<file path="config.mk">
export PLATFORM = sky130hd
export DESIGN_NAME = led_matrix_text_scroller_flat
export DESIGN_NICKNAME = d
export VERILOG_FILES = /design/src/sv/led_mts_pkg.sv /design/src/sv/led_mts_in_if.sv /design/src/sv/led_mts_out_if.sv /design/src/sv/led_mts_front.sv /design/src/sv/led_mts_fifo.sv /design/src/sv/led_mts_back.sv /design/src/sv/led_matrix_text_scroller.sv /design/src/flat_wrapper.sv
export SDC_FILE = /design/constraint.sdc
export NUM_CORES = 1
export LEC_CHECK = 0
export ABC_CLOCK_PERIOD_IN_PS = 5390
export BUFFER_PORTS_ARGS = -buffer_cell sky130_fd_sc_hd__buf_2
export CAP_MARGIN = 20
export CORE_ASPECT_RATIO = 1.5
export CORE_UTILIZATION = 55
export CTS_BUF_LIST = sky130_fd_sc_hd__clkbuf_4
export DETAILED_ROUTE_END_ITERATION = 10
export PLACE_DENSITY_LB_ADDON = 0.2
export SLEW_MARGIN = 20
export SYNTH_ARGS = -nofsm -noshare
export SYNTH_HDL_FRONTEND = slang
export SYNTH_SLANG_ARGS = --single-unit
</file>
<file path="constraint.sdc">
create_clock -name clk -period 5.39 [get_ports clk]
set_input_delay 0.2695 -clock clk [delete_from_list [all_inputs] [get_ports clk]]
set_output_delay 0.2695 -clock clk [all_outputs]
set_load 0.05 [all_outputs]
</file>
<file path="src/sv/led_mts_pkg.sv">
package led_mts_pkg;

  // Widths fixed by the item fields.
  localparam int unsigned ROW_W    = 8;
  localparam int unsigned ROWS     = 8;
  localparam int unsigned COL_W    = 3;
  localparam int unsigned GLYPH_W  = 4;
  localparam int unsigned CHARS_W  = 6;
  localparam int unsigned HOLD_W   = 16;
  localparam int unsigned CODE_W   = 8;

  localparam logic [HOLD_W-1:0]  HOLD_RESET  = 16'd150;
  localparam logic [GLYPH_W-1:0] BLANK_GLYPH = 4'd15;
  localparam logic [COL_W-1:0]   LAST_COL    = 3'd7;

  // Operation codes of a request.
  localparam logic OP_APPEND = 1'b0;
  localparam logic OP_END    = 1'b1;

  // Character codes with a glyph beyond the digits.
  localparam logic [CODE_W-1:0] CODE_DIGIT_0 = 8'h30;
  localparam logic [CODE_W-1:0] CODE_DIGIT_9 = 8'h39;
  localparam logic [CODE_W-1:0] CODE_C       = 8'h43;
  localparam logic [CODE_W-1:0] CODE_H       = 8'h48;
  localparam logic [CODE_W-1:0] CODE_T       = 8'h54;
  localparam logic [CODE_W-1:0] CODE_COLON   = 8'h3A;
  localparam logic [CODE_W-1:0] CODE_DASH    = 8'h2D;

  // Font, one row byte per entry, bit7 is the leftmost column.
  localparam logic [ROW_W-1:0] GLYPH_ROM [16][ROWS] = '{
    '{8'h3C, 8'h42, 8'h81, 8'h81, 8'h81, 8'h81, 8'h42, 8'h3C},
    '{8'h18, 8'h38, 8'h18, 8'h18, 8'h18, 8'h18, 8'h18, 8'h7E},
    '{8'h7C, 8'h82, 8'h02, 8'h04, 8'h08, 8'h10, 8'h20, 8'hFE},
    '{8'h7C, 8'h82, 8'h02, 8'h3C, 8'h02, 8'h02, 8'h82, 8'h7C},
    '{8'h04, 8'h0C, 8'h14, 8'h24, 8'h44, 8'hFE, 8'h04, 8'h04},
    '{8'hFE, 8'h80, 8'h80, 8'hFC, 8'h02, 8'h02, 8'h82, 8'h7C},
    '{8'h3C, 8'h42, 8'h80, 8'hFC, 8'h82, 8'h82, 8'h82, 8'h7C},
    '{8'hFE, 8'h82, 8'h02, 8'h04, 8'h08, 8'h10, 8'h10, 8'h10},
    '{8'h3C, 8'h42, 8'h81, 8'h3C, 8'h81, 8'h81, 8'h42, 8'h3C},
    '{8'h3C, 8'h42, 8'h81, 8'h81, 8'h7D, 8'h01, 8'h02, 8'h3C},
    '{8'h3C, 8'h42, 8'h80, 8'h80, 8'h80, 8'h80, 8'h42, 8'h3C},
    '{8'h81, 8'h81, 8'h81, 8'hFF, 8'h81, 8'h81, 8'h81, 8'h81},
    '{8'hFF, 8'h08, 8'h08, 8'h08, 8'h08, 8'h08, 8'h08, 8'h08},
    '{8'h00, 8'h00, 8'h18, 8'h18, 8'h00, 8'h18, 8'h18, 8'h00},
    '{8'h00, 8'h00, 8'h00, 8'hFF, 8'h00, 8'h00, 8'h00, 8'h00},
    '{8'h00, 8'h00, 8'h00, 8'h00, 8'h00, 8'h00, 8'h00, 8'h00}
  };

  // Work passed from the front to the back.
  typedef struct packed {
    logic [GLYPH_W-1:0] glyph;
    logic               blank_first;
  } cmd_t;

  typedef logic [ROW_W-1:0] rows_t [ROWS];

  // Maps a character code to its font entry; unknown codes are blank.
  function automatic logic [GLYPH_W-1:0] glyph_index(input logic [CODE_W-1:0] code);
    logic [GLYPH_W-1:0] g;
    g = BLANK_GLYPH;
    if (code >= CODE_DIGIT_0 && code <= CODE_DIGIT_9) begin
      g = GLYPH_W'(code - CODE_DIGIT_0);
    end else begin
      case (code)
        CODE_C:     g = 4'd10;
        CODE_H:     g = 4'd11;
        CODE_T:     g = 4'd12;
        CODE_COLON: g = 4'd13;
        CODE_DASH:  g = 4'd14;
        default:    g = BLANK_GLYPH;
      endcase
    end
    return g;
  endfunction

  // One glyph column, bit r holds the pixel of row r.
  function automatic logic [ROWS-1:0] glyph_column(input logic [GLYPH_W-1:0] g,
                                                   input logic [COL_W-1:0] col);
    logic [ROWS-1:0] c;
    for (int r = 0; r < ROWS; r++) begin
      c[r] = GLYPH_ROM[g][r][LAST_COL - col];
    end
    return c;
  endfunction

endpackage

</file>
<file path="src/sv/led_mts_in_if.sv">
interface led_mts_in_if;
  logic                              valid;
  logic                              ready;
  logic                              operation;
  logic [led_mts_pkg::CODE_W-1:0]    char_code;

  modport source (output valid, operation, char_code, input ready);
  modport sink   (input valid, operation, char_code, output ready);
endinterface

</file>
<file path="src/sv/led_mts_out_if.sv">
interface led_mts_out_if;
  logic                           valid;
  logic                           ready;
  logic [led_mts_pkg::ROW_W-1:0]  row_0;
  logic [led_mts_pkg::ROW_W-1:0]  row_1;
  logic [led_mts_pkg::ROW_W-1:0]  row_2;
  logic [led_mts_pkg::ROW_W-1:0]  row_3;
  logic [led_mts_pkg::ROW_W-1:0]  row_4;
  logic [led_mts_pkg::ROW_W-1:0]  row_5;
  logic [led_mts_pkg::ROW_W-1:0]  row_6;
  logic [led_mts_pkg::ROW_W-1:0]  row_7;
  logic [led_mts_pkg::HOLD_W-1:0] hold_ms;
  logic                           last_frame;

  modport source (output valid, row_0, row_1, row_2, row_3, row_4, row_5, row_6, row_7,
                  hold_ms, last_frame, input ready);
  modport sink   (input valid, row_0, row_1, row_2, row_3, row_4, row_5, row_6, row_7,
                  hold_ms, last_frame, output ready);
endinterface

</file>
<file path="src/sv/led_mts_front.sv">
module led_mts_front #(
  parameter int unsigned MAX_TEXT_LEN = 32
) (
  input  logic               clk,
  input  logic               rst,
  led_mts_in_if.sink         chars,
  input  logic               q_full,
  output logic               push,
  output led_mts_pkg::cmd_t  cmd
);

  logic                                message_started;
  logic [led_mts_pkg::CHARS_W-1:0]     chars_taken;
  logic                                take;
  logic                                is_end;
  logic                                dropped;

  // A request is taken whenever the queue has room; dropped characters vanish here.
  assign chars.ready = !q_full;
  assign take        = chars.valid && chars.ready;
  assign is_end      = (chars.operation == led_mts_pkg::OP_END);
  assign dropped     = !is_end &&
                       (chars_taken >= led_mts_pkg::CHARS_W'(MAX_TEXT_LEN));
  assign push        = take && !dropped;

  // Classify the request into a glyph and a leading blank frame.
  always_comb begin
    cmd.blank_first = !message_started;
    cmd.glyph       = is_end ? led_mts_pkg::BLANK_GLYPH
                             : led_mts_pkg::glyph_index(chars.char_code);
  end

  // Message bookkeeping.
  always_ff @(posedge clk) begin
    if (rst) begin
      message_started <= 1'b0;
      chars_taken     <= '0;
    end else if (push) begin
      if (is_end) begin
        message_started <= 1'b0;
        chars_taken     <= '0;
      end else begin
        message_started <= 1'b1;
        chars_taken     <= chars_taken + 1'b1;
      end
    end
  end

endmodule

</file>
<file path="src/sv/led_mts_fifo.sv">
module led_mts_fifo (
  input  logic               clk,
  input  logic               rst,
  input  logic               push,
  input  led_mts_pkg::cmd_t  push_cmd,
  output logic               full,
  input  logic               pop,
  output logic               q_valid,
  output led_mts_pkg::cmd_t  q_cmd
);

  led_mts_pkg::cmd_t  mem [2];
  logic               wr_ptr;
  logic               rd_ptr;
  logic [1:0]         count;

  assign full    = (count == 2'd2);
  assign q_valid = (count != 2'd0);
  assign q_cmd   = mem[rd_ptr];

  // Storage for queued commands.
  always_ff @(posedge clk) begin
    if (push) begin
      mem[wr_ptr] <= push_cmd;
    end
  end

  // Pointers and fill count.
  always_ff @(posedge clk) begin
    if (rst) begin
      wr_ptr <= 1'b0;
      rd_ptr <= 1'b0;
      count  <= '0;
    end else begin
      if (push) begin
        wr_ptr <= !wr_ptr;
      end
      if (pop) begin
        rd_ptr <= !rd_ptr;
      end
      case ({push, pop})
        2'b10:   count <= count + 2'd1;
        2'b01:   count <= count - 2'd1;
        default: count <= count;
      endcase
    end
  end

endmodule

</file>
<file path="src/sv/led_mts_back.sv">
module led_mts_back (
  input  logic                             clk,
  input  logic                             rst,
  input  logic                             q_valid,
  input  led_mts_pkg::cmd_t                q_cmd,
  output logic                             pop,
  input  logic [led_mts_pkg::HOLD_W-1:0]   hold_ms,
  led_mts_out_if.source                    frames
);

  logic                             busy;
  logic [led_mts_pkg::GLYPH_W-1:0]  glyph;
  logic                             blank_pending;
  logic [led_mts_pkg::COL_W-1:0]    col;
  led_mts_pkg::rows_t               window;
  led_mts_pkg::rows_t               window_next;
  logic [led_mts_pkg::ROWS-1:0]     column;
  logic                             advance;
  logic                             done;

  led_mts_pkg::rows_t               out_rows;
  logic                             out_valid;
  logic                             out_last;
  logic [led_mts_pkg::HOLD_W-1:0]   out_hold;

  // A frame is made whenever a command is in work and the output register is free or being emptied.
  assign advance = busy && (!out_valid || frames.ready);
  assign done    = advance && !blank_pending && (col == led_mts_pkg::LAST_COL);
  assign pop     = q_valid && (!busy || done);

  // Next window: either cleared for the leading blank frame or shifted by one column.
  assign column = led_mts_pkg::glyph_column(glyph, col);
  always_comb begin
    for (int r = 0; r < led_mts_pkg::ROWS; r++) begin
      window_next[r] = blank_pending ? '0 : {window[r][led_mts_pkg::ROW_W-2:0], column[r]};
    end
  end

  // Command sequencing.
  always_ff @(posedge clk) begin
    if (rst) begin
      busy          <= 1'b0;
      blank_pending <= 1'b0;
      col           <= '0;
    end else if (pop) begin
      busy          <= 1'b1;
      blank_pending <= q_cmd.blank_first;
      col           <= '0;
    end else if (done) begin
      busy <= 1'b0;
    end else if (advance) begin
      if (blank_pending) begin
        blank_pending <= 1'b0;
      end else begin
        col <= col + 1'b1;
      end
    end
  end

  always_ff @(posedge clk) begin
    if (pop) begin
      glyph <= q_cmd.glyph;
    end
  end

  // Display window.
  always_ff @(posedge clk) begin
    if (rst) begin
      for (int r = 0; r < led_mts_pkg::ROWS; r++) begin
        window[r] <= '0;
      end
    end else if (advance) begin
      window <= window_next;
    end
  end

  // Output register.
  always_ff @(posedge clk) begin
    if (rst) begin
      out_valid <= 1'b0;
    end else if (advance) begin
      out_valid <= 1'b1;
    end else if (frames.ready) begin
      out_valid <= 1'b0;
    end
  end

  always_ff @(posedge clk) begin
    if (advance) begin
      out_rows <= window_next;
      out_last <= !blank_pending && (col == led_mts_pkg::LAST_COL);
      out_hold <= hold_ms;
    end
  end

  assign frames.valid      = out_valid;
  assign frames.row_0      = out_rows[0];
  assign frames.row_1      = out_rows[1];
  assign frames.row_2      = out_rows[2];
  assign frames.row_3      = out_rows[3];
  assign frames.row_4      = out_rows[4];
  assign frames.row_5      = out_rows[5];
  assign frames.row_6      = out_rows[6];
  assign frames.row_7      = out_rows[7];
  assign frames.hold_ms    = out_hold;
  assign frames.last_frame = out_last;

endmodule

</file>
<file path="src/sv/led_matrix_text_scroller.sv">
// A request is queued, then loaded into the command registers that feed the output register.
// Throughput: one frame per cycle while frames are taken; a request gives 8 frames, 9 when no
// message is open, as the window shifts in one glyph column per frame after the blank one.
// A two-entry command queue lets requests be taken while frames of earlier ones still go out.
// Reset (synchronous, active high) blanks the window, ends any message and sets the dwell to 150.
module led_matrix_text_scroller #(
  parameter int unsigned MAX_TEXT_LEN = 32
) (
  input  logic                            clk,
  input  logic                            rst,
  led_mts_in_if.sink                      chars,
  led_mts_out_if.source                   frames,
  input  logic                            cfg_wr_en,
  input  logic [led_mts_pkg::HOLD_W-1:0]  cfg_wr_data
);

  logic                              push;
  led_mts_pkg::cmd_t                 push_cmd;
  logic                              q_full;
  logic                              pop;
  logic                              q_valid;
  led_mts_pkg::cmd_t                 q_cmd;
  logic [led_mts_pkg::HOLD_W-1:0]    column_dwell_ms;

  // Dwell register.
  always_ff @(posedge clk) begin
    if (rst) begin
      column_dwell_ms <= led_mts_pkg::HOLD_RESET;
    end else if (cfg_wr_en) begin
      column_dwell_ms <= cfg_wr_data;
    end
  end

  led_mts_front #(
    .MAX_TEXT_LEN (MAX_TEXT_LEN)
  ) u_front (
    .clk    (clk),
    .rst    (rst),
    .chars  (chars),
    .q_full (q_full),
    .push   (push),
    .cmd    (push_cmd)
  );

  led_mts_fifo u_fifo (
    .clk      (clk),
    .rst      (rst),
    .push     (push),
    .push_cmd (push_cmd),
    .full     (q_full),
    .pop      (pop),
    .q_valid  (q_valid),
    .q_cmd    (q_cmd)
  );

  led_mts_back u_back (
    .clk     (clk),
    .rst     (rst),
    .q_valid (q_valid),
    .q_cmd   (q_cmd),
    .pop     (pop),
    .hold_ms (column_dwell_ms),
    .frames  (frames)
  );

endmodule

</file>
<file path="src/flat_wrapper.sv">
// flat-port wrapper written by rule: the top's interface ports become plain ports
module led_matrix_text_scroller_flat 
#(
  parameter int unsigned MAX_TEXT_LEN = 32
)
  (clk, rst, cfg_wr_en, cfg_wr_data, chars_valid, chars_operation, chars_char_code, chars_ready, frames_valid, frames_row_0, frames_row_1, frames_row_2, frames_row_3, frames_row_4, frames_row_5, frames_row_6, frames_row_7, frames_hold_ms, frames_last_frame, frames_ready);
  led_mts_in_if chars_i ();
  led_mts_out_if frames_i ();
  input  logic clk;
  input  logic rst;
  input  logic cfg_wr_en;
  input  logic [led_mts_pkg::HOLD_W-1:0] cfg_wr_data;
  input wire logic [$bits(chars_i.valid)-1:0] chars_valid;
  input wire logic [$bits(chars_i.operation)-1:0] chars_operation;
  input wire logic [$bits(chars_i.char_code)-1:0] chars_char_code;
  output wire logic [$bits(chars_i.ready)-1:0] chars_ready;
  output wire logic [$bits(frames_i.valid)-1:0] frames_valid;
  output wire logic [$bits(frames_i.row_0)-1:0] frames_row_0;
  output wire logic [$bits(frames_i.row_1)-1:0] frames_row_1;
  output wire logic [$bits(frames_i.row_2)-1:0] frames_row_2;
  output wire logic [$bits(frames_i.row_3)-1:0] frames_row_3;
  output wire logic [$bits(frames_i.row_4)-1:0] frames_row_4;
  output wire logic [$bits(frames_i.row_5)-1:0] frames_row_5;
  output wire logic [$bits(frames_i.row_6)-1:0] frames_row_6;
  output wire logic [$bits(frames_i.row_7)-1:0] frames_row_7;
  output wire logic [$bits(frames_i.hold_ms)-1:0] frames_hold_ms;
  output wire logic [$bits(frames_i.last_frame)-1:0] frames_last_frame;
  input wire logic [$bits(frames_i.ready)-1:0] frames_ready;
  assign chars_i.valid = chars_valid;
  assign chars_i.operation = chars_operation;
  assign chars_i.char_code = chars_char_code;
  assign chars_ready = chars_i.ready;
  assign frames_valid = frames_i.valid;
  assign frames_row_0 = frames_i.row_0;
  assign frames_row_1 = frames_i.row_1;
  assign frames_row_2 = frames_i.row_2;
  assign frames_row_3 = frames_i.row_3;
  assign frames_row_4 = frames_i.row_4;
  assign frames_row_5 = frames_i.row_5;
  assign frames_row_6 = frames_i.row_6;
  assign frames_row_7 = frames_i.row_7;
  assign frames_hold_ms = frames_i.hold_ms;
  assign frames_last_frame = frames_i.last_frame;
  assign frames_i.ready = frames_ready;
  led_matrix_text_scroller #(.MAX_TEXT_LEN(MAX_TEXT_LEN)) u_core (.clk(clk), .rst(rst), .chars(chars_i), .frames(frames_i), .cfg_wr_en(cfg_wr_en), .cfg_wr_data(cfg_wr_data));
endmodule
</file>
==> run summary <==
EDFF count, synth: 95
Syn Area/Cell: 10.49 um^2
post-DR wirelength/cell: 15.71 um
setup_tns: 0 ns
Final period util: 52.49%
post-CTS resize count: 0
Placed Instances: 1021
final WL: 16830 um
clk_skew: 0.02136 ns
FFs w/ async S/R, synth: 0%
Distinct cells, synth: 67
num rows: 53
number of port buffers: 112
core area: 14120 um^2
Synth top area share: 35.56%
leading area contributor after synthesis: edfxtp_1
Non-Filler Instances: 1071
number of global-route vias before repair: 5683
met2 GRT Util: 40.27%
GRT Total Usage: 22.84%
die height: 149.9 um
top_reg_cell synth: edfxtp_1
CTS buffer count: 17
Worst EP arrival: 3.33 ns
cts hold-fix bufs: 17
CTS tree: built
Filler Cell Count: 1144
Static Leak: 0.003451 uW
Startpoint Class: flop
initial detailed-routing violation count: 273
GPL Wtd Cong: 0.9923
Clock Latency Late Sink: 0.56 ns
die width: 100.6 um
DRC viols: 0
total grt overflow: 0
Post-Syn Instances: 765
Worst slew margin: 41.36%
H-tree depth: 4
Antenna Nets Post-Route: 0
Seq/Total Area, Yosys: 58.02%
most area-consuming cells after synthesis: edfxtp_1, dfxtp_1, nand2_1, nor2b_1, a21oi_1
slew of the pin with the lowest slew margin: 0.8796 ns
Max VDD drop: 252.8 uV
Post-Syn Area: 8023 um^2
Yosys reg bits: 185
crit path max fanout: 18
routed vias/inst: 5.573
P&R area growth vs syn: 13.62%
clock tree buffer depth: 2
clock sink count: 185
met3 Usage GRT: 4.344%
RSZ-0062 raised after global routing: false
pwr/cell area: 452.7 nW/um^2
CTS root buf: clkbuf_4
layout cells sized above 1: 19.36%
Setup crit end kind: flop
Final nets: 907
largest net degree at the start of global routing: 83
first-pass GRT wire length: 27110 um
CP Class: reg -> reg
Tmin final: 2.829 ns
fmax: 353.5 MHz
status: finished, final reports clean
initial antenna violation count: 1
Starting Density: 56.80%
Fin. Hold Viols: 0
Die Area: 15080 um^2
via count: 5969
global routing usage on met1: 26.80%
GRT busiest layer: met2
Worst Hold Class: in -> reg
Post-CTS Setup Bufs: 0
worst path required time: 5.89 ns
final slew viol count: 0
endpoints failing setup: 0
post-synthesis net count: 807
I/O pins: 113
Synth warnings: 0
Maximum Capacitance Violations: 0
drt pass-1 iters: 6
Worst-path clk slew: 0.17 ns
detailed placement HPWL: 11150 um
==> cell usage after synthesis (8+ instances only) <==
library cell  number
nand3_1           13
ha_1              12
edfxtp_1          95
nor2_1            41
nor3_1             8
dfxtp_1           90
nand2b_1          13
mux2i_1           27
nand2_1          122
a211oi_1           9
o21ai_0           15
inv_1             14
a21oi_1           74
clkbuf_1          39
nor2b_1           67
buf_2              9
==> logic make-up (layout without fill, tap and decap cells) <==
family                   Yosys count  count (layout)  synth area share [%]
adder cells (fa/ha/maj)           12              12                 1.871
AND/OR/NAND/NOR                  298             298                 18.43
multiplexers                      34              34                 4.492
AO/OA/AOI/OAI                    156             156                 12.48
XOR/XNOR                           7               7                0.7642
other                              0               1                     0
buffers and inverters             73             186                 3.946
flip-flops                       185             185                 58.02
==> layer usage <==
layer,vias up,share of wire [%]
li1,2911,-
met1,2832,40
met2,188,53
met3,38,4.1
met4,0,2.7
met5,-,0
==> worst max-delay path, stage by stage (launching register included) <==
cell	delay (ns)
dfxtp_1	0.85
ha_1	0.30
nor2b_1	0.20
a21o_1	0.16
o21a_1	0.42
ha_1	0.35
or3_1	0.37
a21oi_1	0.13
==> per-stage QoR <==
step / hold WS [ns] / util [%] / worst slack (ns) / instance area [um^2] / total power (uW)
2_1_floorplan: 0.3976 / - / 1.605 / 8023 / 3079
3_3_place_gp: 0.4124 / 61.17 / 2.678 / 8641 / 3381
3_5_place_dp: 0.4162 / 61.17 / 2.584 / 8641 / 3402
4_1_cts: 0.02532 / 64.51 / 2.579 / 9112 / 4154
5_1_grt: 0.03686 / 64.53 / 2.381 / 9115 / 4333
6_report: 0.06406 / 64.53 / 2.561 / 9115 / 4127
==> sequential cells by signal, summed over array words and instances, names as in the netlist, 10 cells and up, named ones only <==
register / flops
u_core.u_fifo.mem: 10
u_core.u_back.frames.hold_ms: 16
u_core.u_back.window: 56
u_core.column_dwell_ms: 16
==> cells in the final DEF, fill, tap and decap left out, drive strengths merged, types with 3 or more instances in the layout <==
cell type	count
nand2	122
buf	121
edfxtp	95
dfxtp	90
a21oi	74
nor2b	67
nor2	41
mux2i	27
inv	23
clkbuf	17
dlygate4sd3	17
o21ai	15
nand2b	13
nand3	13
ha	12
a211oi	9
nor3	8
clkinv	8
xnor2	6
nand3b	6
o211ai	6
mux2	6
a311oi	5
a31oi	5
a21o	4
and3	4
a221oi	4
o21a	3
or3	3
and3b	3
o221ai	3
nand4	3
and2	3
or3b	3
==> final cells by class <==
cell class / instances / area [um^2] / share of cell area (%)
diodes: 1 / 2.502 / 0.02745
clock buffers: 17 / 127.6 / 1.400
clock inverters: 15 / 173.9 / 1.908
inverters: 16 / 62.56 / 0.6863
multi-input cells: 507 / 3054 / 33.51
flip-flops and latches: 185 / 4656 / 51.08
well taps: 192 / 240.2 / 2.636
repair buffers: 138 / 798.3 / 8.758
==> power by group <==
part	switching [uW]	internal, uW
clock network	531	221
registers	93.9	1760
logic	1170	350
==> worst paths after layout <==
check / endpoint / start / cells past startpoint / slack, ns
hold reg to reg: u_core.u_back.frames.hold_ms[0] / u_core.column_dwell_ms[0] / 0 / 0.45
hold / removal: u_core.u_back.frames.valid / frames_ready / 3 / 0.06
setup reg to reg: u_core.u_fifo.count[1] / u_core.u_back.col[2] / 7 / 2.56
setup / recovery: u_core.u_fifo.count[1] / u_core.u_back.col[2] / 7 / 2.56
Note: power is estimated with default switching activity, not from simulation.
